===== src/ets_pkg.sv =====
package ets_pkg;

    localparam int unsigned MAX_SOURCE_BYTES = 65536;
    localparam int unsigned POS_W = $clog2(MAX_SOURCE_BYTES + 1);
    localparam int unsigned SAT_W = (POS_W > 17) ? POS_W : 17;

    // result queue
    localparam int unsigned QDEPTH = 4;
    localparam int unsigned QPTR_W = $clog2(QDEPTH);
    localparam int unsigned QCNT_W = $clog2(QDEPTH + 1);

    localparam logic [7:0] CH_DOT    = 8'h2E;
    localparam logic [7:0] CH_PLUS   = 8'h2B;
    localparam logic [7:0] CH_MINUS  = 8'h2D;
    localparam logic [7:0] CH_STAR   = 8'h2A;
    localparam logic [7:0] CH_SLASH  = 8'h2F;
    localparam logic [7:0] CH_CARET  = 8'h5E;
    localparam logic [7:0] CH_LPAREN = 8'h28;
    localparam logic [7:0] CH_RPAREN = 8'h29;
    localparam logic [7:0] CH_NL     = 8'h0A;
    localparam logic [7:0] CH_COMMA  = 8'h2C;
    localparam logic [7:0] CH_EQUAL  = 8'h3D;
    localparam logic [7:0] CH_BANG   = 8'h21;
    localparam logic [7:0] CH_SPACE  = 8'h20;
    localparam logic [7:0] CH_TAB    = 8'h09;
    localparam logic [7:0] CH_CR     = 8'h0D;

    typedef logic [POS_W-1:0] pos_t;

    typedef enum logic [3:0] {
        KIND_NUMBER  = 4'd0,
        KIND_IDENT   = 4'd1,
        KIND_PLUS    = 4'd2,
        KIND_MINUS   = 4'd3,
        KIND_STAR    = 4'd4,
        KIND_SLASH   = 4'd5,
        KIND_CARET   = 4'd6,
        KIND_LPAREN  = 4'd7,
        KIND_RPAREN  = 4'd8,
        KIND_COMMA   = 4'd9,
        KIND_EQUAL   = 4'd10,
        KIND_BANG    = 4'd11,
        KIND_NEWLINE = 4'd12,
        KIND_EOF     = 4'd13
    } kind_t;

    typedef enum logic [2:0] {
        ERR_NONE         = 3'd0,
        ERR_UNKNOWN      = 3'd1,
        ERR_SECOND_DOT   = 3'd2,
        ERR_TRAILING_DOT = 3'd3,
        ERR_TOO_LONG     = 3'd4
    } err_t;

    typedef enum logic [1:0] {
        MODE_IDLE   = 2'd0,
        MODE_NUMBER = 2'd1,
        MODE_IDENT  = 2'd2,
        MODE_SKIPWS = 2'd3
    } mode_t;

    typedef struct packed {
        kind_t       kind;
        logic [15:0] start;
        logic [16:0] length;
        logic        has_dot;
        err_t        err;
        logic        last;
    } res_t;

    typedef struct packed {
        logic [1:0] cnt;
        res_t       res0;
        res_t       res1;
    } scan_out_t;

    typedef struct packed {
        logic  hit;
        kind_t kind;
    } op_t;

    function automatic logic [15:0] sat_offset(pos_t v);
        logic [SAT_W-1:0] w;
        w = SAT_W'(v);
        return (w > SAT_W'(17'h0FFFF)) ? 16'hFFFF : w[15:0];
    endfunction

    function automatic logic [16:0] sat_length(pos_t v);
        logic [SAT_W-1:0] w;
        w = SAT_W'(v);
        return (w > SAT_W'(17'h1FFFF)) ? 17'h1FFFF : w[16:0];
    endfunction

    function automatic res_t make_res(kind_t kind, logic [15:0] start, logic [16:0] length,
                                      logic has_dot, err_t err);
        res_t r;
        r.kind    = kind;
        r.start   = start;
        r.length  = length;
        r.has_dot = has_dot;
        r.err     = err;
        r.last    = 1'b0;
        return r;
    endfunction

    function automatic op_t op_lookup(logic [7:0] c);
        op_t o;
        o.hit  = 1'b1;
        o.kind = KIND_PLUS;
        unique case (c)
            CH_PLUS:   o.kind = KIND_PLUS;
            CH_MINUS:  o.kind = KIND_MINUS;
            CH_STAR:   o.kind = KIND_STAR;
            CH_SLASH:  o.kind = KIND_SLASH;
            CH_CARET:  o.kind = KIND_CARET;
            CH_LPAREN: o.kind = KIND_LPAREN;
            CH_RPAREN: o.kind = KIND_RPAREN;
            CH_COMMA:  o.kind = KIND_COMMA;
            CH_EQUAL:  o.kind = KIND_EQUAL;
            CH_BANG:   o.kind = KIND_BANG;
            default:   o.hit  = 1'b0;
        endcase
        return o;
    endfunction

endpackage


===== src/ets_scan.sv =====
module ets_scan (
    input  logic                aclk,
    input  logic                aresetn,
    input  logic                fire,
    input  logic [7:0]          src_byte,
    input  logic                src_eos,
    output ets_pkg::scan_out_t  scan_out
);

    ets_pkg::mode_t mode_reg, mode_next;
    ets_pkg::pos_t  position_reg, position_next;
    ets_pkg::pos_t  token_start_reg, token_start_next;
    logic           dot_seen_reg, dot_seen_next;
    logic           last_dot_reg, last_dot_next;
    logic           halted_reg, halted_next;

    logic           is_dig, is_alp, is_sp, is_dot, is_nl, is_blank;
    ets_pkg::op_t   op;
    logic           at_limit, normal, rescan, trail_err;
    logic           close_active, idle_active, unknown_idle;
    logic           err4, dot2_err, err3, halt_set, eos_ok;
    ets_pkg::pos_t  tok_len;

    ets_pkg::res_t  slot_a, slot_b;
    logic           a_v, b_v;

    // character classes
    assign is_dig   = (src_byte >= 8'h30) && (src_byte <= 8'h39);
    assign is_alp   = ((src_byte >= 8'h61) && (src_byte <= 8'h7A)) ||
                      ((src_byte >= 8'h41) && (src_byte <= 8'h5A));
    assign is_sp    = (src_byte == ets_pkg::CH_SPACE) ||
                      ((src_byte >= ets_pkg::CH_TAB) && (src_byte <= ets_pkg::CH_CR));
    assign is_dot   = (src_byte == ets_pkg::CH_DOT);
    assign is_nl    = (src_byte == ets_pkg::CH_NL);
    assign is_blank = (src_byte == ets_pkg::CH_SPACE);
    assign op       = ets_pkg::op_lookup(src_byte);

    assign at_limit  = (position_reg >= ets_pkg::POS_W'(ets_pkg::MAX_SOURCE_BYTES));
    assign normal    = !halted_reg && !src_eos && !at_limit;
    assign trail_err = (mode_reg == ets_pkg::MODE_NUMBER) && last_dot_reg;

    always_comb begin
        unique case (mode_reg)
            ets_pkg::MODE_NUMBER: rescan = !is_dig && !is_dot;
            ets_pkg::MODE_IDENT:  rescan = !(is_alp || is_dig);
            ets_pkg::MODE_SKIPWS: rescan = !is_sp;
            default:              rescan = 1'b1;
        endcase
    end

    assign close_active = !halted_reg && (src_eos || (normal && rescan));
    assign idle_active  = normal && rescan && !trail_err;
    assign unknown_idle = !(is_dig || is_alp || is_blank || is_nl || op.hit);
    assign err4         = !halted_reg && !src_eos && at_limit;
    assign dot2_err     = normal && (mode_reg == ets_pkg::MODE_NUMBER) && is_dot && dot_seen_reg;
    assign err3         = close_active && trail_err;
    assign eos_ok       = !halted_reg && src_eos && !trail_err;
    assign halt_set     = err4 || dot2_err || err3 || (idle_active && unknown_idle);
    assign tok_len      = position_reg - token_start_reg;

    // next state
    always_comb begin
        mode_next        = mode_reg;
        position_next    = position_reg;
        token_start_next = token_start_reg;
        dot_seen_next    = dot_seen_reg;
        last_dot_next    = last_dot_reg;
        halted_next      = halted_reg;
        if (fire && !halted_reg) begin
            halted_next = halt_set;
            if (src_eos) begin
                mode_next = ets_pkg::MODE_IDLE;
            end else if (normal) begin
                if (!halt_set) begin
                    position_next = position_reg + ets_pkg::POS_W'(1);
                end
                if (rescan) begin
                    mode_next = ets_pkg::MODE_IDLE;
                    if (!trail_err) begin
                        if (is_dig) begin
                            mode_next        = ets_pkg::MODE_NUMBER;
                            token_start_next = position_reg;
                            dot_seen_next    = 1'b0;
                            last_dot_next    = 1'b0;
                        end else if (is_alp) begin
                            mode_next        = ets_pkg::MODE_IDENT;
                            token_start_next = position_reg;
                        end else if (is_nl) begin
                            mode_next = ets_pkg::MODE_SKIPWS;
                        end
                    end
                end else if (mode_reg == ets_pkg::MODE_NUMBER) begin
                    if (is_dot) begin
                        dot_seen_next = 1'b1;
                        last_dot_next = 1'b1;
                    end else begin
                        last_dot_next = 1'b0;
                    end
                end
            end
        end
    end

    // results: slot a closes a token or reports an error, slot b is the idle scan or eof
    always_comb begin
        a_v    = 1'b0;
        b_v    = 1'b0;
        slot_a = ets_pkg::make_res(ets_pkg::KIND_NUMBER, ets_pkg::sat_offset(position_reg),
                                   17'd0, 1'b0, ets_pkg::ERR_NONE);
        slot_b = slot_a;
        if (err4) begin
            a_v        = 1'b1;
            slot_a.err = ets_pkg::ERR_TOO_LONG;
        end else if (dot2_err) begin
            a_v        = 1'b1;
            slot_a.err = ets_pkg::ERR_SECOND_DOT;
        end else if (close_active) begin
            if (trail_err) begin
                a_v        = 1'b1;
                slot_a.err = ets_pkg::ERR_TRAILING_DOT;
            end else if (mode_reg == ets_pkg::MODE_NUMBER) begin
                a_v    = 1'b1;
                slot_a = ets_pkg::make_res(ets_pkg::KIND_NUMBER,
                                           ets_pkg::sat_offset(token_start_reg),
                                           ets_pkg::sat_length(tok_len), dot_seen_reg,
                                           ets_pkg::ERR_NONE);
            end else if (mode_reg == ets_pkg::MODE_IDENT) begin
                a_v    = 1'b1;
                slot_a = ets_pkg::make_res(ets_pkg::KIND_IDENT,
                                           ets_pkg::sat_offset(token_start_reg),
                                           ets_pkg::sat_length(tok_len), 1'b0,
                                           ets_pkg::ERR_NONE);
            end
        end

        if (eos_ok) begin
            b_v         = 1'b1;
            slot_b.kind = ets_pkg::KIND_EOF;
        end else if (idle_active) begin
            if (is_nl) begin
                b_v           = 1'b1;
                slot_b.kind   = ets_pkg::KIND_NEWLINE;
                slot_b.length = 17'd1;
            end else if (op.hit) begin
                b_v           = 1'b1;
                slot_b.kind   = op.kind;
                slot_b.length = 17'd1;
            end else if (unknown_idle) begin
                b_v        = 1'b1;
                slot_b.err = ets_pkg::ERR_UNKNOWN;
            end
        end

        scan_out.res0 = a_v ? slot_a : slot_b;
        scan_out.res1 = slot_b;
        scan_out.res0.last = !(a_v && b_v);
        scan_out.res1.last = 1'b1;
        if (!fire) begin
            scan_out.cnt = 2'd0;
        end else begin
            scan_out.cnt = {1'b0, a_v} + {1'b0, b_v};
        end
    end

    always_ff @(posedge aclk) begin
        if (!aresetn) begin
            mode_reg        <= ets_pkg::MODE_IDLE;
            position_reg    <= '0;
            token_start_reg <= '0;
            dot_seen_reg    <= 1'b0;
            last_dot_reg    <= 1'b0;
            halted_reg      <= 1'b0;
        end else begin
            mode_reg        <= mode_next;
            position_reg    <= position_next;
            token_start_reg <= token_start_next;
            dot_seen_reg    <= dot_seen_next;
            last_dot_reg    <= last_dot_next;
            halted_reg      <= halted_next;
        end
    end

    a_halt_sticks: assert property (@(posedge aclk) disable iff (!aresetn)
        halted_reg |=> halted_reg)
        else $error("halt released without reset");

    a_pos_bound: assert property (@(posedge aclk) disable iff (!aresetn)
        position_reg <= ets_pkg::POS_W'(ets_pkg::MAX_SOURCE_BYTES))
        else $error("position ran past source limit");

    a_halted_silent: assert property (@(posedge aclk) disable iff (!aresetn)
        halted_reg |-> (scan_out.cnt == 2'd0))
        else $error("result produced while halted");

    a_error_halts: assert property (@(posedge aclk) disable iff (!aresetn)
        (scan_out.cnt != 2'd0 && scan_out.res0.err != ets_pkg::ERR_NONE) |=> halted_reg)
        else $error("error result did not halt scanner");

endmodule


===== src/ets_out_fifo.sv =====
module ets_out_fifo (
    input  logic                aclk,
    input  logic                aresetn,
    input  ets_pkg::scan_out_t  push,
    output logic                has_room,
    output ets_pkg::res_t       head,
    output logic                head_valid,
    input  logic                head_ready
);

    ets_pkg::res_t               fifo_mem [ets_pkg::QDEPTH];
    logic [ets_pkg::QPTR_W-1:0]  wr_ptr_reg, wr_ptr_next;
    logic [ets_pkg::QPTR_W-1:0]  rd_ptr_reg, rd_ptr_next;
    logic [ets_pkg::QCNT_W-1:0]  count_reg, count_next;
    logic                        pop;

    assign pop        = head_valid && head_ready;
    assign head_valid = (count_reg != '0);
    assign head       = fifo_mem[rd_ptr_reg];
    // room for the two beats a single item may produce
    assign has_room   = (count_reg <= ets_pkg::QCNT_W'(ets_pkg::QDEPTH - 2));

    assign wr_ptr_next = wr_ptr_reg + ets_pkg::QPTR_W'(push.cnt);
    assign rd_ptr_next = rd_ptr_reg + ets_pkg::QPTR_W'(pop);
    assign count_next  = count_reg + ets_pkg::QCNT_W'(push.cnt) - ets_pkg::QCNT_W'(pop);

    always_ff @(posedge aclk) begin
        if (push.cnt != 2'd0) begin
            fifo_mem[wr_ptr_reg] <= push.res0;
        end
        if (push.cnt == 2'd2) begin
            fifo_mem[wr_ptr_reg + ets_pkg::QPTR_W'(1)] <= push.res1;
        end
    end

    always_ff @(posedge aclk) begin
        if (!aresetn) begin
            wr_ptr_reg <= '0;
            rd_ptr_reg <= '0;
            count_reg  <= '0;
        end else begin
            wr_ptr_reg <= wr_ptr_next;
            rd_ptr_reg <= rd_ptr_next;
            count_reg  <= count_next;
        end
    end

endmodule


===== src/expression_token_scanner.sv =====
// Streaming lexer for arithmetic expression text. Each s_ beat carries one source byte in
// s_tdata, or an end-of-source mark in s_tuser (byte ignored); each m_ beat is one token
// (number, identifier, operator, newline, eof) with its start offset, length and dot flag,
// or an error result, after which the block stays silent until reset. m_tlast marks the
// last token caused by a source beat. A beat passes through the input register, then the
// result queue. One source beat is accepted per cycle while the four-entry result queue
// has room for two beats; since a beat can raise two tokens, the sustained rate is bounded
// by the single m_ port at one token per cycle.
module expression_token_scanner (
    input  logic        aclk,
    input  logic        aresetn,
    input  logic        s_tvalid,
    output logic        s_tready,
    input  logic [7:0]  s_tdata,   // [7:0] source_byte
    input  logic        s_tuser,   // [0] end_of_source
    output logic        m_tvalid,
    input  logic        m_tready,
    output logic [47:0] m_tdata,   // token_kind, start_offset, token_length, has_dot, error_code
    output logic        m_tlast
);

    logic               in_valid_reg, in_valid_next;
    logic [7:0]         in_byte_reg;
    logic               in_eos_reg;
    logic               room, fire, s_fire;
    ets_pkg::scan_out_t scan_out;
    ets_pkg::res_t      head;

    assign fire          = in_valid_reg && room;
    assign s_tready      = !in_valid_reg || fire;
    assign s_fire        = s_tvalid && s_tready;
    assign in_valid_next = s_fire || (in_valid_reg && !fire);

    always_ff @(posedge aclk) begin
        if (!aresetn) begin
            in_valid_reg <= 1'b0;
        end else begin
            in_valid_reg <= in_valid_next;
        end
    end

    always_ff @(posedge aclk) begin
        if (s_fire) begin
            in_byte_reg <= s_tdata;
            in_eos_reg  <= s_tuser;
        end
    end

    ets_scan u_scan (
        .aclk     (aclk),
        .aresetn  (aresetn),
        .fire     (fire),
        .src_byte (in_byte_reg),
        .src_eos  (in_eos_reg),
        .scan_out (scan_out)
    );

    ets_out_fifo u_out_fifo (
        .aclk       (aclk),
        .aresetn    (aresetn),
        .push       (scan_out),
        .has_room   (room),
        .head       (head),
        .head_valid (m_tvalid),
        .head_ready (m_tready)
    );

    assign m_tdata = {7'd0, head.err, head.has_dot, head.length, head.start, head.kind};
    assign m_tlast = head.last;

endmodule


===== config.mk =====
export PLATFORM = sky130hd
export DESIGN_NAME = expression_token_scanner
export DESIGN_NICKNAME = d
export VERILOG_FILES = /design/src/ets_pkg.sv /design/src/ets_scan.sv /design/src/ets_out_fifo.sv /design/src/expression_token_scanner.sv
export SDC_FILE = /design/constraint.sdc
export NUM_CORES = 1
export LEC_CHECK = 0
export ABC_CLOCK_PERIOD_IN_PS = 8450
export BUFFER_PORTS_ARGS = -buffer_cell sky130_fd_sc_hd__buf_2
export CAP_MARGIN = 20
export CORE_ASPECT_RATIO = 1.4
export CORE_MARGIN = 5
export CORE_UTILIZATION = 35
export DETAILED_ROUTE_END_ITERATION = 10
export GPL_ROUTABILITY_DRIVEN = 0
export GPL_TIMING_DRIVEN = 0
export HOLD_SLACK_MARGIN = 0.03
export PLACE_DENSITY = 0.58
export SLEW_MARGIN = 10
export SYNTH_ARGS = -nofsm -noshare
export SYNTH_HDL_FRONTEND = slang
export SYNTH_HIERARCHICAL = 1
export SYNTH_SLANG_ARGS = --single-unit

===== constraint.sdc =====
create_clock -name aclk -period 8.45 [get_ports aclk]
set_clock_uncertainty 0.15 [all_clocks]
set_input_delay 1.69 -clock aclk [delete_from_list [all_inputs] [get_ports aclk]]
set_output_delay 1.69 -clock aclk [all_outputs]
set_load 0.01 [all_outputs]

# Word level (Yosys, flattened, before mapping)
# Memory sizes are Yosys's and may differ from the RTL's. A register that Yosys moved wholly into a read port is not among the register bits.
# Cells that the tools add are included.
classes:
  addsub: 8
  order_cmp: 13
  n_eq_ne: 19
  n_mux: 66
  bitwise: 3
  reduce_logical: 62
op_table:
  columns: ["op", "count"]
  rows:
  - ["42-bit two-way mux", 3]
  - ["38-bit two-way mux", 3]
  - ["17-bit two-way mux", 6]
  - ["8-bit by 6-bit == test with 1-bit output, second input constant", 11]
  - ["39-bit two-way mux", 1]
  - ["4-bit case mux with 9 select lines", 1]
  - ["17-bit by 16-bit > comparator with 1-bit output, second input constant", 2]
  - ["16-bit two-way mux", 2]
  - ["1-bit two-way mux", 29]
  - ["1-bit logical AND", 25]
  - ["3-bit two-way mux", 7]
  - ["2-bit two-way mux", 9]
  - ["17-bit by 1-bit adder with 17-bit output, second input constant", 1]
  - ["17-bit greater-or-equal comparator, second input constant", 1]
  - ["17-bit > comparator, second input constant", 1]
  - ["17-bit subtractor", 1]
  - ["8-bit by 7-bit greater-or-equal comparator with 1-bit output, second input constant", 2]
  - ["8-bit by 7-bit less-or-equal comparator with 1-bit output, second input constant", 2]
  - ["4-bit two-way mux", 4]
  - ["1-bit logical NOT", 12]
  - ["1-bit logical OR", 12]
  - ["6-bit AND reduction", 2]
  - ["2-bit nonzero test", 6]
  - ["10-bit OR reduction", 1]
  - ["other kinds (23)", 27]
word_totals:
  reg_bits: 56
  mem_bits_rw: 168
  input_bits: 13
  out_inout_bits: 51
  wordCells: 184
  memories: 1
mem_list:
  columns: ["memory", "depth", "width", "rd", "rd_ports_with_merged_regs", "wr", "line_no", "source"]
  rows:
  - ["u_out_fifo.fifo_mem", 4, 42, 1, 1, 2, "ets_out_fifo.sv:11", "ets_pkg::res_t fifo_mem [ets_pkg::QDEPTH];"]

# Logic depth before layout (Yosys ltp)
# Gate-level depths: netlist of the first run.
logic_depth:
  word_depth: 17
  depth_mapped: 17
  depth_no_buf: 15

# Cells and area by module
# Netlist of the first run, hierarchy kept.
by_module_without_submodules:
  columns: ["module", "n_inst", "cells_each", "area_each_um2", "seq_area_each_um2"]
  rows:
  - ["ets_out_fifo", 1, 452, 8568.2, 5185.0]
  - ["ets_scan", 1, 544, 4105.2, 780.7]
  - ["expression_token_scanner", 1, 23, 391.6, 290.3]

# Worst setup path before layout of the first run
# No wires, ideal clock.
synth_path:
  path_type: "register -> register"
  startpoint: "register in_byte_reg[7]"
  endpoint: "memory u_out_fifo/fifo_mem[0][0] (netlist bit), enable pin"
  setup_ns: 0.500
  arrival_time_ns: 5.572
  required_time_ns: 7.800
  slack_ns: 2.228
  stages_incl_launch_ff: 11
  path_buffers: 0
  period_less_slack_ns: 6.222
  cell_sequence: "edfxtp_1 > nor4_1 > nand4_1 > a31oi_4 > nand3_2 > a21oi_1 > nand2_1 > ha_1 > and2_1 > o21bai_1 > o21ai_0"
synth_lines:
  columns: ["element", "line_no", "source"]
  rows:
  - ["from (decl)", "expression_token_scanner.sv:23", "logic [7:0] in_byte_reg;"]
  - ["from (signal assigned)", "expression_token_scanner.sv:44", "in_byte_reg <= s_tdata;"]
  - ["to (decl)", "ets_out_fifo.sv:11", null]

==> results of run 1 <==
==> cells by family (layout without fill, tap and decap cells) <==
| kind of cell | after synthesis | count (layout) | share of synthesized area [%] |
|---|---|---|---|
| AOI/OAI and AO/OA | 111 | 111 | 6.26 |
| other | 3 | 27 | 0.0862 |
| xor gates and xnor gates | 10 | 10 | 0.881 |
| muxes | 256 | 256 | 25.3 |
| and+or+nand+nor | 253 | 253 | 10.9 |
| buffers and inverters | 133 | 236 | 5.88 |
| adders and majority gates | 29 | 29 | 2.89 |
| DFF | 224 | 224 | 47.9 |
==> metal layers <==
metal / vias up / GRT usage, % / part of all wire [%]
met5: - / 0 / 0
met4: 0 / 5.08 / 2.9
met3: 49 / 1.57 / 2.6
met2: 137 / 29.4 / 54
met1: 4126 / 17.4 / 40
li1: 4015 / - / -
==> through the flow <==
| step | instance area, sq um | setup WS, ps |
|---|---|---|
| final | 15000 | 3460 |
| after global routing | 15000 | 3100 |
| after CTS | 15000 | 3450 |
| after detailed placement | 14200 | 3460 |
| after global placement | 14000 | -1170 |
| after floorplan | 13200 | 2230 |
==> worst paths after layout <==
check            startpoint                         end  slack (ps)  depth (start not counted)
min reg2reg    in_valid_reg                in_valid_reg         350                          2
max reg2reg  in_byte_reg[6]  u_out_fifo/fifo_mem[0][30]        3460                         13
min            in_valid_reg                in_valid_reg         350                          2
max          in_byte_reg[6]  u_out_fifo/fifo_mem[0][30]        3460                         13
==> placed cells by master (no fill, tap or decap), types with 4 or more instances in the layout <==
cell type    n
o31ai_1      8
a21oi_1     29
and2_1      10
nor2b_1      9
and3_1       9
conb_1      27
xnor2_1      5
nand3_1     14
dfxtp_1     47
o22a_1       7
o21ai_0     19
nand4_1     14
a21o_1       5
nor2_1      66
nand2b_1    15
nor3_1      14
mux4_2      42
or2_2       10
mux2_2     166
edfxtp_1   177
buf_6       14
nand2_1     49
mux2i_1     45
ha_1        27
clkbuf_16   23
inv_1       47
a211oi_1     5
buf_12       5
buf_4       39
buf_2       70
clkbuf_1    18
bufinv_16    6
or4_1        6
nor3b_1      4
or3_1        5
==> tightest hold or removal path, delay by kind of cell, from the launching register on <==
kind	cells	cell delay, ps
DFF	1	330
and+or+nand+nor	1	80
AOI/OAI and AO/OA	1	50
==> power breakdown <==
part | switching (mW) | internal (mW) | total [mW]
logic | 0.284 | 0.258 | 0.542
registers | 0.0242 | 1.23 | 1.26
clock network | 0.443 | 0.686 | 1.13
==> layout make-up <==
| type | instances | share of cell area (%) |
|---|---|---|
| multi-input combinational | 686 | 41.1 |
| clock buffer | 26 | 3.91 |
| inverter | 48 | 1.20 |
| tap | 467 | 3.89 |
| timing repair buffer | 62 | 2.72 |
| buffer | 85 | 3.92 |
| clock inverter | 15 | 1.59 |
| sequential | 224 | 41.7 |
==> summary.txt, run 1 <==
Layout
  – Layout cells sized above 1: 36.1%
  – Multi-input gate area: 6170 sq um
  – Register area: 6260 sq um
  – Max reg flops: 168
  – Final core occ: 40.8%
  – Area growth syn-to-layout: 14.9%
  – Layout fillers: 3522
  – Nets: 1172
  – Diode count: 0
  – Non-filler instance count after layout: 1613

Worst setup path
  – CP max FO: 20
  – CP Capture Type: flip-flop
  – Crit-path max cell delay: 580 ps
  – Crit path max-delay cell type: nand4b_1
  – Crit-path leading delay family: simple AND/OR/NAND/NOR gates
  – CP Class: reg2reg
  – CP Data Required Time: 8530 ps
  – Buf/Inv on CP: 3
  – Critical Path AT: 5070 ps
  – Cells along the critical path: nor4_1 > nand4_1 > a31oi_4 > nand3_2 > a21oi_1 > nand2_1 > ha_1 > and2_1 > nand4b_1 > buf_2 > o21ai_4 > buf_12 > buf_12
  – CP Launch Type: flip-flop
  – CP most frequent cell: buf_12

STA
  – Final setup viols: 0
  – Minimum clock period: 4990 ps
  – Worst-Margin Slew: 882 ps
  – RSZ-0062 raised after global routing: no
  – Fmax: 200 MHz
  – Hold slack final: 349 ps
  – Final hold viol count: 0
  – Max_slew headroom: 40.7%
  – Setup TNS: 0 ps
  – Fin. max-slew vios: 0
  – Final period util: 59.1%

Floorplanning
  – Initial Util: 35.5%
  – Die height: 239 um
  – Die area: 41300 sq um
  – FP Rows: 83
  – Chip width: 173 um
  – Core area: 36800 sq um
  – Boundary pin count: 64

CTS
  – Total CTS buffers: 23
  – Post-CTS Setup Inserts: 0
  – Clk slew on worst S/H paths: 60 ps
  – H-tree levels: 1
  – CTS max path bufs: 3
  – CTS sink cnt: 224
  – Clk Latency, worst-skew pair: 530 ps
  – CTS tree: built
  – Root Buffer: clkbuf_16
  – Hold Buf Count CTS: 0
  – Post-CTS sizing: 0

Drt
  – Final ANT Viol Nets: 0
  – Final wirelength: 31900 um
  – Vias per inst: 5.16
  – DRC violations left: 0
  – Vias: 8327
  – Wirelength per Cell: 19.8 um
  – Detailed Routing Iterations Pass 1: 5
  – Detailed Route Iter0 Violations: 452

Placed design
  – I/O Buffers: 56
  – Hpwl dp: 22700 um
  – Placed Instances: 1572

Power
  – Power per cell area: 195 nW/um^2
  – Leakage: 5.53 nW
  – Max VDD drop: 0.000121 V
  – PnR Total Power: 2.93 mW

Yosys
  – Synth Cell Area: 13100 sq um
  – Synth Warn #: 6
  – Post-Synthesis Cells: 1019
  – Count leader, synth: edfxtp_1
  – Syn Area/Cell: 12.8 sq um
  – Top post-synthesis cells by count: 177 x edfxtp_1, 166 x mux2_2, 68 x nor2_1, 49 x nand2_1
  – Synth area leader: edfxtp_1
  – Dominant cells by area after synthesis: edfxtp_1 41%, mux2_2 14%, mux4_2 7.2%, dfxtp_1 7.2%, mux2i_1 3.4%
  – Sequential share of the synthesized area: 47.9%
  – Asr flop ratio synth: 0%
  – Ys flop type: edfxtp_1
  – #FFs+latches synth: 224
  – Number of flops mapped to enable cells by yosys: 177
  – Synth top area share: 40.7%
  – Synth cell types: 80

Hold path
  – Worst hold path class: reg2reg

Global routing
  – Gr ovfl total: 0
  – Pin count of the biggest net entering global routing: 23
  – First-pass GRT wire length: 49700 um
  – Vias in the first global route: 8712
  – GR Util All Layers: 15.2%
  – Initial antenna violation count: 0

Outcome
  – Outcome: completed

Flow run
  – Max_cap viols: 0
Power figures use the tool's default switching activity.
==> inputs of run 2 (changes only) <==
Settings changed: ABC_AREA from default to 1, ABC_CLOCK_PERIOD_IN_PS 8450 to 4100, PLACE_DENSITY 0.58 to 0.6.
Clock period 8.45 ns to 4.1 ns, I/O delays scaled along.
==> run 2 against run 1 <==
  * Critical path type unchanged
  * Flip-flop and latch count stayed put
  * Non-clock buffer count is 24 higher
  * Sequential power is 110% higher
==> summary.txt, run 2 <==
Outcome
  – Outcome: completed

CTS
  – H-tree levels: 1
  – CTS sink cnt: 224
  – CTS max path bufs: 3
  – Clk Latency, worst-skew pair: 530 ps
  – Hold Buf Count CTS: 0
  – Clk slew on worst S/H paths: 60 ps
  – CTS tree: built
  – Total CTS buffers: 23
  – Root Buffer: clkbuf_16

Yosys
  – Synth Cell Area: 13000 sq um
  – Synth top area share: 40.8%
  – Count leader, synth: nand2_1
  – Synth area leader: edfxtp_1
  – Asr flop ratio synth: 0%
  – Ys flop type: edfxtp_1
  – Top post-synthesis cells by count: 320 x nand2_1, 177 x edfxtp_1, 173 x nor2_1, 146 x inv_1, 125 x o21ai_1
  – Sequential share of the synthesized area: 48.1%
  – Synth cell types: 48
  – Number of flops mapped to enable cells by yosys: 177
  – Dominant cells by area after synthesis: edfxtp_1 41%, nand2_1 9.2%, dfxtp_1 7.2%, nor2_1 5.0%, o21ai_1 4.8%
  – Post-Synthesis Cells: 1549
  – Synth Warn #: 6
  – Syn Area/Cell: 8.40 sq um
  – #FFs+latches synth: 224

Global routing
  – Gr ovfl total: 0
  – Pin count of the biggest net entering global routing: 43
  – Vias in the first global route: 10900
  – GR Util All Layers: 18.1%
  – First-pass GRT wire length: 59900 um
  – Initial antenna violation count: 0

STA
  – RSZ-0062 raised after global routing: yes
  – Final setup viols: 0
  – Fmax: 254 MHz
  – Fin. max-slew vios: 0
  – Final hold viol count: 0
  – Max_slew headroom: 43.9%
  – Final period util: 95.9%
  – Hold slack final: 319 ps
  – Worst-Margin Slew: 841 ps
  – Minimum clock period: 3930 ps

Placed design
  – Hpwl dp: 27600 um
  – I/O Buffers: 56
  – Placed Instances: 2101

Power
  – PnR Total Power: 6.19 mW
  – Power per cell area: 416 nW/um^2
  – Logic gate share of total power: 25.4%
  – P_sw: 1.98 mW
  – Part of the power in registers: 42.0%
  – Leakage: 5.64 nW
  – Clock share of power: 32.6%
  – Sw Ratio: 32.0%
  – P_int: 4.21 mW
  – Max VDD drop: 0.000316 V

Floorplanning
  – Chip width: 173 um
  – FP Rows: 83
  – Core area: 36800 sq um
  – Die area: 41200 sq um
  – Boundary pin count: 64
  – Initial Util: 35.4%
  – Die height: 238 um

Worst setup path
  – CP max FO: 42
  – CP Capture Type: flip-flop
  – Cells along the critical path: nor2_1 > nand2_1 > nor2_2 > nor2_1 > a21oi_4 > nand3_4 > nand2_2 > nand2_2 > nand2_2 > nand2_4 > ha_1 > nand2_1 > inv_1 > nor2_4 > nand3_2 > nand2_8
  – Critical Path AT: 3940 ps
  – CP Data Required Time: 4110 ps
  – R2R Path End: u_out_fifo/fifo_mem[0][22]
  – Buf/Inv on CP: 1
  – R2r setup slk: 170 ps
  – R2r worst-path depth: 16
  – CP most frequent cell: nand2_2
  – CP Class: reg2reg
  – Reg-to-Reg Start: in_byte_reg[0]
  – CP Launch Type: flip-flop
  – Crit-path leading delay family: simple AND/OR/NAND/NOR gates
  – Crit-path max cell delay: 540 ps
  – Crit path max-delay cell type: nand2_8

Drt
  – Detailed Route Iter0 Violations: 867
  – Final wirelength: 38300 um
  – Vias per inst: 5.11
  – Wirelength per Cell: 17.8 um
  – Detailed Routing Iterations Pass 1: 5
  – Final ANT Viol Nets: 0
  – Vias: 11000
  – DRC violations left: 0

Layout
  – Area growth syn-to-layout: 14.3%
  – Nets: 1705
  – Layout fillers: 3715
  – Non-filler instance count after layout: 2146
  – Layout cells sized above 1: 15.7%
  – Commonest non-fill, non-tap cell in the layout: nand2_1
  – Most frequent cells in the layout: 316 x nand2_1, 177 x edfxtp_1, 173 x nor2_1
  – Final core occ: 40.5%
  – Max reg flops: 168
  – Diode count: 0

Hold path
  – Hold_sp: s_tdata[0]
  – Worst hold path class: in2reg
  – Cell count of the worst hold path: 1
  – Worst Hold End: in_byte_reg[0]

Flow run
  – Max_cap viols: 0
-- run 2: changes by cell type after synthesis, sizes merged, moves of 15 or more --
cell | before | now
a21oi | 29 | 66
nand2b | 16 | 0
mux2i | 45 | 0
o21ai | 22 | 279
nor2 | 68 | 185
nand2 | 49 | 327
mux4 | 42 | 0
mux2 | 169 | 0
clkbuf | 15 | 30
nand3 | 15 | 30
inv | 47 | 162
o22ai | 3 | 42
xor2 | 3 | 18
-- run 2: layer usage --
metal,share of wire (%),track usage [%]
met5,0,0
met4,3.1,7.04
met3,4.5,1.70
met2,54,34.8
met1,39,20.7
-- run 2: area by class of cell --
type	count	area (sq um)	area share (%)
buffer	104	723	4.86
clock buffer	24	579	3.89
clock inverter	17	135	0.908
inverter	163	612	4.11
multi-input combinational	1080	5580	37.5
sequential	224	6260	42.1
tap	467	584	3.93
timing repair buffer	67	410	2.76
-- run 2: kinds of logic after synthesis --
logic type | Yosys count | synth area share, %
adders and majority gates | 29 | 2.90
DFF | 224 | 48.1
and+or+nand+nor | 594 | 19.4
other | 3 | 0.0865
xor gates and xnor gates | 31 | 2.09
AOI/OAI and AO/OA | 399 | 17.2
buffers and inverters | 269 | 10.3
-- run 2: power groups by stage --
stage	registers, mW	clock network (mW)	logic, mW
after floorplan	2.63	0	0.993
after global placement	2.65	0	1.57
after detailed placement	2.65	0	1.58
after CTS	2.60	2.06	1.59
after global routing	2.61	2.14	1.73
final	2.60	2.02	1.57
-- run 2: worst max-delay path by stage --
stage | endpoint | slack (ps) | startpoint | depth (start not counted)
2_1_floorplan | u_out_fifo/fifo_mem[2][0] | 250 | in_byte_reg[0] | 17
4_1_cts | u_out_fifo/fifo_mem[2][22] | 3 | in_byte_reg[0] | 17
6_report | u_out_fifo/fifo_mem[0][22] | 170 | in_byte_reg[0] | 16
3_3_place_gp | u_out_fifo/fifo_mem[2][28] | -1480 | in_byte_reg[0] | 17
3_5_place_dp | u_out_fifo/fifo_mem[2][30] | -300 | in_byte_reg[0] | 18
5_1_grt | u_out_fifo/fifo_mem[0][22] | 0.4 | in_byte_reg[0] | 16
-- run 2: metrics by stage --
step | setup TNS (ps) | area (sq um) | setup slack, ps
floorplan | 0 | 13100 | 246
global placement | -207130 | 14000 | -1480
detailed placement | -18590 | 14100 | -301
CTS | 0 | 14800 | 3.27
global route | 0 | 14900 | 0.354
finish | 0 | 14900 | 166
-- run 2: repair_timing --
item | 4_1_cts | 5_1_grt
hold endpoints to repair | 0 | 0
buffers inserted | 0 | 6
gates resized for setup | 3 | 4
setup endpoints to repair | 111 | 66
